==> src/sv/dmwe_pkg.sv <==
// Types and constants of the minimum-weight model evaluator
package dmwe_pkg;

  typedef enum logic [1:0] {
    ACT_NODE   = 2'd0,
    ACT_WEIGHT = 2'd1,
    ACT_COND   = 2'd2,
    ACT_EVAL   = 2'd3
  } action_e;

  localparam logic [1:0] KIND_AND = 2'd1;

  localparam logic [1:0] COND_FREE  = 2'd0;
  localparam logic [1:0] COND_TRUE  = 2'd1;
  localparam logic [1:0] COND_FALSE = 2'd2;
  localparam logic [1:0] COND_BAD   = 2'd3;

  localparam logic CFG_LEAF_COUNT = 1'b0;
  localparam logic CFG_NODE_COUNT = 1'b1;

  localparam logic [30:0] INF_WEIGHT = 31'h7FFF_FFFF;
  localparam int unsigned MODEL_BITS = 32;

  typedef struct packed {
    logic [1:0]  action;
    logic [9:0]  node_index;
    logic [1:0]  node_kind;
    logic [9:0]  left_child;
    logic [9:0]  right_child;
    logic [5:0]  literal_var;
    logic        literal_negative;
    logic [15:0] weight_value;
    logic [1:0]  condition;
  } in_item_t;

  typedef struct packed {
    logic [30:0] best_weight;
    logic [31:0] model_true_bits;
    logic [31:0] model_set_bits;
  } out_item_t;

  // one stored circuit node
  typedef struct packed {
    logic [1:0] kind;
    logic [9:0] left;
    logic [9:0] right;
    logic [5:0] lit_var;
    logic       neg;
  } node_t;

  typedef enum logic [3:0] {
    OP_NONE,
    OP_CLR,
    OP_LOAD,
    OP_INIT,
    OP_EV_CALC,
    OP_TR_FETCH,
    OP_TR_ACT,
    OP_TR_MARK2,
    OP_RESULT
  } dp_op_e;

  typedef struct packed {
    dp_op_e op;
  } dp_cmd_t;

  typedef struct packed {
    logic clr_last;
    logic eval_last;
    logic cnt_zero;
    logic need_mark2;
    logic out_free;
  } dp_status_t;

endpackage

==> src/sv/dmwe_ctrl.sv <==
// Controller state machine: clear pass, loads, bottom-up pass, trace, result handoff
module dmwe_ctrl (
  input  logic                   clk_i,
  input  logic                   rst_ni,
  input  logic                   in_valid_i,
  input  logic                   in_is_eval_i,
  input  dmwe_pkg::dp_status_t   status_i,
  output logic                   in_ready_o,
  output dmwe_pkg::dp_cmd_t      cmd_o
);

  typedef enum logic [9:0] {
    S_CLR      = 10'b00_0000_0001,
    S_IDLE     = 10'b00_0000_0010,
    S_EV_RD    = 10'b00_0000_0100,
    S_EV_FETCH = 10'b00_0000_1000,
    S_EV_CALC  = 10'b00_0001_0000,
    S_TR_RD    = 10'b00_0010_0000,
    S_TR_FETCH = 10'b00_0100_0000,
    S_TR_ACT   = 10'b00_1000_0000,
    S_TR_MARK2 = 10'b01_0000_0000,
    S_FIN      = 10'b10_0000_0000
  } state_e;

  state_e state_q, state_d;

  // next state and datapath command
  always_comb begin
    state_d    = state_q;
    cmd_o.op   = dmwe_pkg::OP_NONE;
    in_ready_o = 1'b0;
    case (state_q)
      S_CLR: begin
        cmd_o.op = dmwe_pkg::OP_CLR;
        if (status_i.clr_last) state_d = S_IDLE;
      end
      S_IDLE: begin
        in_ready_o = 1'b1;
        if (in_valid_i) begin
          if (in_is_eval_i) begin
            cmd_o.op = dmwe_pkg::OP_INIT;
            state_d  = S_EV_RD;
          end else begin
            cmd_o.op = dmwe_pkg::OP_LOAD;
          end
        end
      end
      S_EV_RD:    state_d = S_EV_FETCH;
      S_EV_FETCH: state_d = S_EV_CALC;
      S_EV_CALC: begin
        cmd_o.op = dmwe_pkg::OP_EV_CALC;
        state_d  = status_i.eval_last ? S_TR_RD : S_EV_RD;
      end
      S_TR_RD:    state_d = S_TR_FETCH;
      S_TR_FETCH: begin
        cmd_o.op = dmwe_pkg::OP_TR_FETCH;
        state_d  = S_TR_ACT;
      end
      S_TR_ACT: begin
        cmd_o.op = dmwe_pkg::OP_TR_ACT;
        if (status_i.need_mark2) state_d = S_TR_MARK2;
        else state_d = status_i.cnt_zero ? S_FIN : S_TR_RD;
      end
      S_TR_MARK2: begin
        cmd_o.op = dmwe_pkg::OP_TR_MARK2;
        state_d  = status_i.cnt_zero ? S_FIN : S_TR_RD;
      end
      S_FIN: begin
        if (status_i.out_free) begin
          cmd_o.op = dmwe_pkg::OP_RESULT;
          state_d  = S_IDLE;
        end
      end
      default: state_d = S_IDLE;
    endcase
  end

  always_ff @(posedge clk_i or negedge rst_ni) begin
    if (!rst_ni) state_q <= S_CLR;
    else state_q <= state_d;
  end

endmodule

==> config.mk <==
export PLATFORM = sky130hd
export DESIGN_NAME = dmwe_ctrl
export DESIGN_NICKNAME = d
export VERILOG_FILES = /design/src/sv/dmwe_pkg.sv /design/src/sv/dmwe_ctrl.sv
export SDC_FILE = /design/constraint.sdc
export NUM_CORES = 1
export LEC_CHECK = 0
export ABC_AREA = 1
export BUFFER_PORTS_ARGS = -buffer_cell sky130_fd_sc_hd__buf_2
export CAP_MARGIN = 40
export CORE_UTILIZATION = 30
export CTS_BUF_LIST = sky130_fd_sc_hd__clkbuf_2 sky130_fd_sc_hd__clkbuf_4 sky130_fd_sc_hd__clkbuf_8
export DETAILED_ROUTE_END_ITERATION = 8
export GPL_TIMING_DRIVEN = 0
export PLACE_DENSITY_LB_ADDON = 0.25
export SYNTH_ARGS = -nofsm -noshare
export SYNTH_HDL_FRONTEND = slang
export SYNTH_SLANG_ARGS = --single-unit
==> constraint.sdc <==
create_clock -name clk_i -period 3.3 [get_ports clk_i]
set_input_delay 0.66 -clock clk_i [delete_from_list [all_inputs] [get_ports clk_i]]
set_output_delay 0.66 -clock clk_i [all_outputs]
set_load 0.03 [all_outputs]
### After elaboration in Yosys (flattened, before gate mapping)

Cells that the tools add are included.
W data, S select, Z words.

| word-level totals | value |
|---|---|
| bits in registers | 10 |
| bits in latches | 0 |
| bits in writable memories | 0 |
| memory bits (read-only) | 0 |
| input port bits | 9 |
| memories | 0 |

| operators by class | value |
|---|---|
| add/subtract/negate cells | 0 |
| multiply operators | 0 |
| divide/modulo/power cells | 0 |
| magnitude comparators | 0 |
| eq/ne operators | 14 |
| shift operators | 0 |
| muxes and demuxes | 13 |
| bitwise logic cells | 0 |
| reductions and logical operators | 1 |

Operator list:

| operator | count |
|---|---|
| $pmux W10 S10 | 1 |
| $mux W10 | 6 |
| $pmux W4 S7 | 1 |
| $eq A10 B1 Y1 const B | 1 |
| $eq A10 B10 Y1 const B | 1 |
| $eq A10 B2 Y1 const B | 1 |
| $eq A10 B3 Y1 const B | 1 |
| $eq A10 B4 Y1 const B | 1 |
| $eq A10 B5 Y1 const B | 1 |
| $eq A10 B6 Y1 const B | 1 |
| $eq A10 B7 Y1 const B | 1 |
| $eq A10 B8 Y1 const B | 1 |
| $eq A10 B9 Y1 const B | 1 |
| $ne A2 B2 Y1 const B | 4 |
| $mux W6 | 1 |
| $mux W4 | 1 |
| $reduce_and A4 Y1 | 1 |
| $mux W1 | 2 |
| $mux W2 | 1 |

### Logic depth before layout (Yosys ltp)

Gate-level depths: netlist (run 1).

| depth | value |
|---|---|
| depth after elaboration | 3 |
| depth in mapped cells | 9 |
| gate-level depth less buffers | 9 |

### Worst setup path before layout (run 1)

OpenSTA, ideal clock, no wires.

| timing path | value |
|---|---|
| path type | flip-flop to output port |
| start point | register state_q[2] |
| end point | output cmd_o[0] (netlist bit) |
| data arrival time | 1.396 ns |
| required time | 2.640 ns |
| path slack | 1.244 ns |
| cell stages (with the launch flop) | 8 |
| buffers on the path | 0 |
| cells stage by stage | dfrtp_1 nor2_2 nand2_1 nor2_1 nand2_1 inv_1 nand3_1 nand4_1 |

RTL lines:

| item | RTL line | source |
|---|---|---|
| from (decl) | dmwe_ctrl.sv:25 | `state_e state_q, state_d;` |
| from (signal assigned) | dmwe_ctrl.sv:80 | `else state_q <= state_d;` |
| to (decl) | dmwe_ctrl.sv:9 | `output dmwe_pkg::dp_cmd_t cmd_o` |

==> impl_metrics.toml, run 1 <==
[yosys]
ys_ff_latch = 10
yosys.area.top_type = "dfrtp_1"
synthTopCellsByArea = "dfrtp_1 36%, nand2_1 15%, inv_1 13%, nor2_1 12%, nand3_1 6.5%"
synth_edf_count = 0
async_flop_share = 1.00
yosysSeqAreaShare = 0.405
synthDominantCellAreaShare = 0.363
synthesis.area_um2 = 621
yosysWarningCount = 0
syn_inst = 98
ys_types = 13
syn-num-nets = 107
synthFlopType = "dfrtp_1"
yosysMostFrequentCell = "nand2_1"
syn_area_per_cell_um2 = 6.33
ys_top_cells_by_count = "24 x nand2_1, 22 x inv_1, 20 x nor2_1"

[timing]
min_period_ps = 2330
max_freq_mhz = 429
setup_tns_ps = 0
relSlewSlack = 0.846
setup_viol = 0
fin_crit_sh = 0.707
rsz0062_at_grt = "no"
worstMarginPinSlew_ps = 230
slew_violations = 0
worst_hold_slack_ps = 236
finClkSkew_ps = 3.63
timing.final.hold_violations = 0

[cts]
clk_pin_slew_ps = 70
post_cts_resized = 0
cts_max_path_buffers = 2
postCtsSetupRepairBufs = 0
insertion_delay_ps = 270
cts_made_buffers = 3
clock-sinks = 10
root_buffer = "clkbuf_4"
tritoncts = "yes"
hold_buffers = 0
htreeDepth = 1

[pwr]
pwr_density_cell_nw_per_um2 = 657
switching_power_w = 0.000217
internal-power_w = 0.000279
p_leak_nw = 0.468
clock_power_share = 0.226
seqPwrFrac = 0.300
vdd.ir_drop.worst_uv = 313
swShare = 0.437
pwr-share-comb = 0.473

[floorplan]
die_x_um = 47.5
coreArea_um2 = 1960
die_area_um2 = 2250
std_cell_rows = 16
die_h_um = 47.5
initial_core_util = 0.316
num_io_pins = 14

[worst_setup_path]
cp.depth = 8
cp_cell_sequence = "nor2_1 > nand2_1 > nor2_1 > nand2_1 > inv_1 > nand3_1 > nand4_1 > buf_2"
critPathBufInv = 2
cp_max_fo = 3
rr_worst_depth = 9
cp_slowest_cell = "dfrtp_1"
critPathTopFamily = "simple AND/OR/NAND/NOR gates"
critPathLaunchType = "register"
critPathCaptureType = "primary output"
required_ps = 2640
arrival_ps = 1670
worstSetupPathType = "reg -> out"
slowest_delay_ps = 400

[detailed_routing]
drc = 0
finalWirelength_mm = 1.28
postRouteAntennaNets = 0
drt_first_iter_violations = 12
wl_per_cell_um = 9.03
vias = 606
drt-vias-per-instance = 4.27
dr.pass1.iters = 4

[grt]
grt_max_degree = 11
grt_first_pass_wirelength_mm = 1.97
overflow = 0
grt.total_usage = 0.130
grt_pass1_vias = 488
antenna_found_initial = 0

[cells_and_area]
reg.largest.list = "state_q (10)"
finalInstanceArea_um2 = 756
area_growth_pct = 21.8
largest_reg_flops = 10
n_antenna_cell = 0
finalNetCount = 125
drive_above_1_share = 0.200
top_register = "state_q"
fin_util = 0.385

[placement]
gp_congestion = 0.829
placed_cell_area_um2 = 719
hpwl_mm = 1.08
portBuffers = 13

[run]
cap_violations = 0

[status]
status = "finished, final reports clean"

[hold_path]
hold_class = "in -> async"
## power groups by stage
stage	Sequential, W	Clock (W)	Combinational (W)
floorplan	0.000149	0	0.000185
global placement	0.000151	0	0.000236
detailed placement	0.000151	0	0.000237
CTS	0.000149	0.000115	0.000238
global route	0.000150	0.000119	0.000273
finish	0.000149	0.000112	0.000235
## layer usage
layer  global-route usage  up-vias  part of all wire
li1                     -      325                 -
met3               0.0679        0             0.051
met1                0.164      268              0.49
met4               0.0171        0                 0
met5                    0        -                 0
met2                0.203       13              0.45
## path summary, 6_finish.rpt
path                                         from                     end  slack, ps
max                        state_q[9]$_DFFE_PN0P_                cmd_o[0]        970
min                                        rst_ni  state_q[5]$_DFFE_PN0P_        240
max reg2reg                state_q[9]$_DFFE_PN0P_  state_q[2]$_DFFE_PN0P_       1890
min reg2reg                state_q[3]$_DFFE_PN0P_  state_q[3]$_DFFE_PN0P_        500
max in group asynchronous                  rst_ni  state_q[0]$_DFFE_PN1P_       2800
min in group clk_i         state_q[3]$_DFFE_PN0P_  state_q[3]$_DFFE_PN0P_        500
## cells in the final DEF, fill, tap and decap left out
cell,instances
clkbuf_8,1
o21a_1,1
buf_2,13
nand3_1,8
clkbuf_4,3
dfstp_2,1
o21ai_0,3
nor3_1,2
inv_1,22
nand2_2,1
nand4_1,2
a21oi_1,1
nor2_2,4
nand2_1,24
nor2_1,20
dfrtp_1,9
## metrics by stage
stage | cells | power, W | setup WS, ps
after detailed placement | 138 | 0.000388 | 1270
after global placement | 138 | 0.000386 | 1270
after floorplan | 98 | 0.000334 | 1240
after global routing | 142 | 0.000542 | 837
after CTS | 142 | 0.000501 | 973
final | 142 | 0.000496 | 968
## worst reg2reg max path, delay by kind of cell, from the launching register on
family           cells  cell delay (ps)
flip-flops           1              400
AND/OR/NAND/NOR      9              940
## logic make-up after synthesis
| group | share of synthesized area |
|---|---|
| AOI/OAI and AO/OA | 0.0443 |
| DFF | 0.405 |
| and+or+nand+nor | 0.417 |
| buffers and inverters | 0.133 |
## cell type report
type,count,area [um2]
clock buffer,4,36.3
fill,229,1210
inverter,22,82.6
multi-input combinational,66,287
sequential,10,251
tap,27,33.8
timing repair buffer,13,65.1
(Power assumes the default switching activity.)
==> run 2: changes to the inputs <==
--- a/config.mk
+++ b/config.mk
@@ -5,7 +5,7 @@
 export SDC_FILE = /design/constraint.sdc
 export NUM_CORES = 1
 export LEC_CHECK = 0
-export ABC_AREA = 1
+export ABC_AREA = 0
 export BUFFER_PORTS_ARGS = -buffer_cell sky130_fd_sc_hd__buf_2
 export CAP_MARGIN = 40
 export CORE_UTILIZATION = 30
==> constraint.sdc (replaced) <==
create_clock -name clk_i -period 2.2 [get_ports clk_i]
set_input_delay 0.44 -clock clk_i [delete_from_list [all_inputs] [get_ports clk_i]]
set_output_delay 0.44 -clock clk_i [all_outputs]
set_load 0.03 [all_outputs]
==> run 2 against run 1 <==
Net effect: die area up 13%; via count up 17%; clock-buffer cell count unchanged; register-to-register slack worse by 1700 ps; largest power group unchanged; flip-flop and latch count unchanged; critical endpoint unchanged; global-route usage up 2.5 points; sequential power up 65%; the flow now finishes with violations (setup timing); setup slack worse by 1200 ps.
==> impl_metrics.toml, run 2 <==
[worst_setup_path]
cp_max_fo = 4
critPathCaptureType = "primary output"
arrival_ps = 1970
rrSetupSlack_ps = 230
critPathLaunchType = "register"
worstSetupPathType = "reg -> out"
required_ps = 1760

[timing]
rsz0062_at_grt = "yes"
setup_viol = 5
min_period_ps = 2410
fin_crit_sh = 1.10
relSlewSlack = 0.672
timing.final.hold_violations = 0
worst_hold_slack_ps = 5.60
layout_setup_ws_ps = -211
finClkSkew_ps = 3.90
slew_violations = 0
worstMarginPinSlew_ps = 485
max_freq_mhz = 415

[cells_and_area]
finalNetCount = 114
n_antenna_cell = 0
largest_reg_flops = 10
reg.largest.list = "state_q (10)"
final_cell_mix = "12 x buf_4, 8 x nor2_1, 8 x buf_2, 8 x dfrtp_1, 6 x buf_6"
drive_above_1_share = 0.462
top_register = "state_q"
instances_no_fill = 132
area_growth_pct = 45.6
fin_util = 0.462
final_common_cell = "buf_4"

[placement]
hpwl_mm = 1.28
gp_congestion = 0.759
portBuffers = 13
post-place-cells = 118

[detailed_routing]
wl_met1_um = 861
drt-vias-per-instance = 5.36
top_layer = "met4"
drt_first_iter_violations = 22
dr_wl_met3_um = 46
finalWirelength_mm = 1.85
postRouteAntennaNets = 0
met2_length_um = 913
dr.pass1.iters = 4
drc = 0
vias = 707
wl_per_cell_um = 14.0

[pwr]
internal-power_w = 0.000631
clock_power_share = 0.161
seqPwrFrac = 0.226
pwr_density_cell_nw_per_um2 = 1060
switching_power_w = 0.000454
swShare = 0.419
p_leak_nw = 0.481
pwr-share-comb = 0.613
vdd.ir_drop.worst_uv = 613

[grt]
antenna_found_initial = 0
grt_pass1_vias = 628
grt_first_pass_wirelength_mm = 2.89
overflow = 0
grt.total_usage = 0.155
grt_max_degree = 11

[yosys]
yosysMostFrequentCell = "dfrtp_1"
yosys.area.top_type = "dfrtp_1"
ys_ff_latch = 10
async_flop_share = 1.00
synthFlopType = "dfrtp_1"
yosysSeqAreaShare = 0.358
ys_top_cells_by_count = "9 x dfrtp_1, 8 x nor2_1, 6 x nand2_1"
synthDominantCellAreaShare = 0.321
yosysWarningCount = 0
synth_edf_count = 0
synthesis.area_um2 = 702
syn-num-nets = 86
syn_inst = 77
ys_types = 34
syn_area_per_cell_um2 = 9.12
synthTopCellsByArea = "dfrtp_1 32%, nor4_1 4.5%, nor2_1 4.3%, clkbuf_8 3.9%, dfstp_2 3.7%"

[floorplan]
die_area_um2 = 2540
num_io_pins = 14
die_x_um = 50.4
die_h_um = 50.4
initial_core_util = 0.317
std_cell_rows = 17
coreArea_um2 = 2210

[cts]
clk_pin_slew_ps = 70
cts_max_path_buffers = 2
insertion_delay_ps = 280
tritoncts = "yes"
cts_made_buffers = 3
htreeDepth = 1
clock-sinks = 10
root_buffer = "clkbuf_4"
hold_buffers = 0

[run]
cap_violations = 0

[status]
status = "finished, violations left"
violations = "setup timing"

[hold_path]
hold_class = "in -> async"
==> run 2: stage by stage <==
stage,setup slack (ps),cell area (um2),power (W),TNS (ps)
6_report,-211,1020,0.00108,-597
5_1_grt,-266,1020,0.00115,-859
4_1_cts,-318,1010,0.00104,-1000
3_5_place_dp,-137,840,0.000730,-294
3_3_place_gp,-149,840,0.000726,-313
2_1_floorplan,-3.31,739,0.000626,-3.31
==> run 2: what timing repair did <==
action	in CTS	in global routing
pin swaps	6	2
endpoints found under the hold margin	0	0
buffers inserted	7	4
resized for setup	17	0
setup endpoints to repair	5	5
==> run 2: worst paths after layout <==
path,cells after the start,from,to
setup / recovery,7,state_q[7]$_DFFE_PN0P_,cmd_o[0]
setup reg to reg,7,state_q[7]$_DFFE_PN0P_,state_q[1]$_DFFE_PN0P_
hold / removal,1,rst_ni,state_q[7]$_DFFE_PN0P_
hold reg to reg,1,state_q[9]$_DFFE_PN0P_,state_q[4]$_DFFE_PN0P_
min in group clk_i,2,status_i[2],state_q[5]$_DFFE_PN0P_
max in group asynchronous,1,rst_ni,state_q[0]$_DFFE_PN1P_
==> run 2: kinds of logic after synthesis <==
group	synth area share
compound gates	0.164
buf+inv	0.0945
flops	0.358
simple gates	0.358
xor+xnor	0.0250
==> run 2: layout make-up <==
cell class	count	area [um2]
plain buffers	4	41.3
inverters	3	11.3
fillers	217	1190
repair buffers	24	175
multi-input cells	59	470
clock buffers	4	36.3
well taps	28	35.0
flip-flops and latches	10	253
==> run 2: power by group through the flow <==
| stage | combinational [W] | sequential, W | clock [W] |
|---|---|---|---|
| after floorplan | 0.000386 | 0.000239 | 0 |
| after global placement | 0.000483 | 0.000243 | 0 |
| after detailed placement | 0.000485 | 0.000245 | 0 |
| after CTS | 0.000626 | 0.000245 | 0.000173 |
| after global routing | 0.000717 | 0.000249 | 0.000184 |
| final | 0.000665 | 0.000246 | 0.000174 |
==> run 2: critical path, stage by stage, from the launching register on <==
cell and delay, ps:
dfrtp_1 370, buf_6 110, or4_4 500, nor3_4 180, nand4b_4 180, o31ai_4 100
a31o_4 120, buf_6 120
==> run 2: layer usage <==
metal | vias up | global-route usage
li1 | 346 | -
met1 | 341 | 0.200
met2 | 15 | 0.251
met3 | 5 | 0.0182
met4 | 0 | 0.0833
met5 | - | 0
==> run 3: changes to the inputs <==
--- a/config.mk
+++ b/config.mk
@@ -5,9 +5,11 @@
 export SDC_FILE = /design/constraint.sdc
 export NUM_CORES = 1
 export LEC_CHECK = 0
-export ABC_AREA = 0
+export ABC_AREA = 1
 export BUFFER_PORTS_ARGS = -buffer_cell sky130_fd_sc_hd__buf_2
 export CAP_MARGIN = 40
+export CORE_ASPECT_RATIO = 0.9
+export CORE_MARGIN = 2
 export CORE_UTILIZATION = 30
 export CTS_BUF_LIST = sky130_fd_sc_hd__clkbuf_2 sky130_fd_sc_hd__clkbuf_4 sky130_fd_sc_hd__clkbuf_8
 export DETAILED_ROUTE_END_ITERATION = 8
==> run 3 against run 2 <==
Net effect: the run now ends clean; sequential share of layout area grew 8.7 points; final area down 26%; die area fell by 3.5%; register-to-register slack better by 510 ps; combinational power decreased by 46%; largest cell class unchanged.
==> impl_metrics.toml, run 3 (synthesis gave the netlist of run 1 again) <==
[floorplan]
std_cell_rows = 15
die_area_um2 = 2450
initial_core_util = 0.321
num_io_pins = 14
coreArea_um2 = 1930
die_x_um = 51.9
die_h_um = 47.2

[timing]
setup_tns_ps = 0
rsz0062_at_grt = "no"
max_freq_mhz = 494
finClkSkew_ps = 9.56
fin_crit_sh = 0.921
timing.final.hold_violations = 0
min_period_ps = 2030
setup_viol = 0
slew_violations = 0
worstMarginPinSlew_ps = 229
relSlewSlack = 0.847

[worst_setup_path]
critPathLaunchType = "register"
arrival_ps = 1590
critPathCaptureType = "primary output"
worstSetupPathType = "reg -> out"
required_ps = 1760
cp_max_fo = 4

[grt]
grt_max_degree = 11
grt_pass1_vias = 497
grt.total_usage = 0.125
antenna_found_initial = 0
grt_first_pass_wirelength_mm = 2.10
overflow = 0

[cts]
insertion_delay_ps = 270
tritoncts = "yes"
clock-sinks = 10
cts_made_buffers = 3
clk_pin_slew_ps = 70
hold_buffers = 0
cts_max_path_buffers = 2
htreeDepth = 1
root_buffer = "clkbuf_4"

[detailed_routing]
wl_per_cell_um = 9.34
finalWirelength_mm = 1.31
dr.pass1.iters = 4
drt-vias-per-instance = 4.40
vias = 616
postRouteAntennaNets = 0
drt_first_iter_violations = 15
drc = 0

[run]
cap_violations = 0

[placement]
hpwl_mm = 1.12
portBuffers = 13
gp_congestion = 0.794
post-place-cells = 136

[hold_path]
hold_class = "in -> async"

[pwr]
vdd.ir_drop.worst_uv = 521
total_power_w = 0.000724
p_leak_nw = 0.467
pwr_density_cell_nw_per_um2 = 963

[status]
status = "finished, final reports clean"

[cells_and_area]
instances_no_fill = 140
final_cell_mix = "24 x nand2_1, 22 x inv_1, 18 x nor2_1, 13 x buf_2, 9 x dfrtp_1"
n_antenna_cell = 0
top_register = "state_q"
drive_above_1_share = 0.217
final_common_cell = "nand2_1"
largest_reg_flops = 10
reg.largest.list = "state_q (10)"
finalNetCount = 125
area_growth_pct = 21.2
==> run 3: cell count changes in the layout (fill, tap and decap cells not counted), moves of 6 or more <==
cell / previous run / this run
nand2_1: 5 / 24
nor2_1: 8 / 18
nor2_2: 0 / 6
nand3_1: 1 / 8
buf_4: 12 / 0
buf_6: 6 / 0
inv_1: 3 / 22
==> run 3: through the flow <==
stage	setup WS, ps	hold slack [ps]	area (um2)	util
after global placement	395	313	717	0.371
after CTS	94.0	24.6	747	0.386
after global routing	33.0	33.8	752	0.389
final	175	19.8	752	0.389
after floorplan	364	144	621	-
after detailed placement	395	313	717	0.371
==> run 3: worst max-delay path, cell delays in order, from the launching register on <==
cell     delay [ps]
dfrtp_1         400
nor2_1          180
nand2_1         110
inv_1           110
nand2_1         100
inv_1            90
nand3_1          70
nand4_1          70
buf_2           200
==> run 3: final cells by class <==
cell class,count,area (um2)
inverter,22,82.6
clock buffer,4,30.0
tap,25,31.3
fill,213,1180
multi-input combinational,66,292
timing repair buffer,13,65.1
sequential,10,251
==> run 3: timing repair <==
action,CTS,global route
setup endpoints to repair,0,2
buffers inserted,0,0
resized for setup,0,2
==> run 3: path summary, 6_finish.rpt <==
check                      slack, ps  depth (start not counted)                     end                    from
max                              170                          8                cmd_o[0]  state_q[7]$_DFFE_PN0P_
min                               20                          1  state_q[7]$_DFFE_PN0P_                  rst_ni
max reg2reg                      740                          9  state_q[2]$_DFFE_PN0P_  state_q[7]$_DFFE_PN0P_
min reg2reg                      500                          1  state_q[3]$_DFFE_PN0P_  state_q[3]$_DFFE_PN0P_
max in group asynchronous       1910                          1  state_q[0]$_DFFE_PN1P_                  rst_ni
min in group clk_i               370                          2  state_q[5]$_DFFE_PN0P_             status_i[2]
==> run 3: report_power, final <==
group	internal, W	total [W]	switching [W]
Clock	0.0000823	0.000142	0.0000602
Sequential	0.000206	0.000224	0.0000186
Combinational	0.000115	0.000357	0.000242
==> run 3: layer usage <==
metal | wire, um | vias up | track usage
met4 | 9 | 0 | 0.0158
met3 | 89 | 2 | 0.0701
li1 | - | 327 | -
met5 | 0 | - | 0
met2 | 563 | 14 | 0.185
met1 | 646 | 273 | 0.165
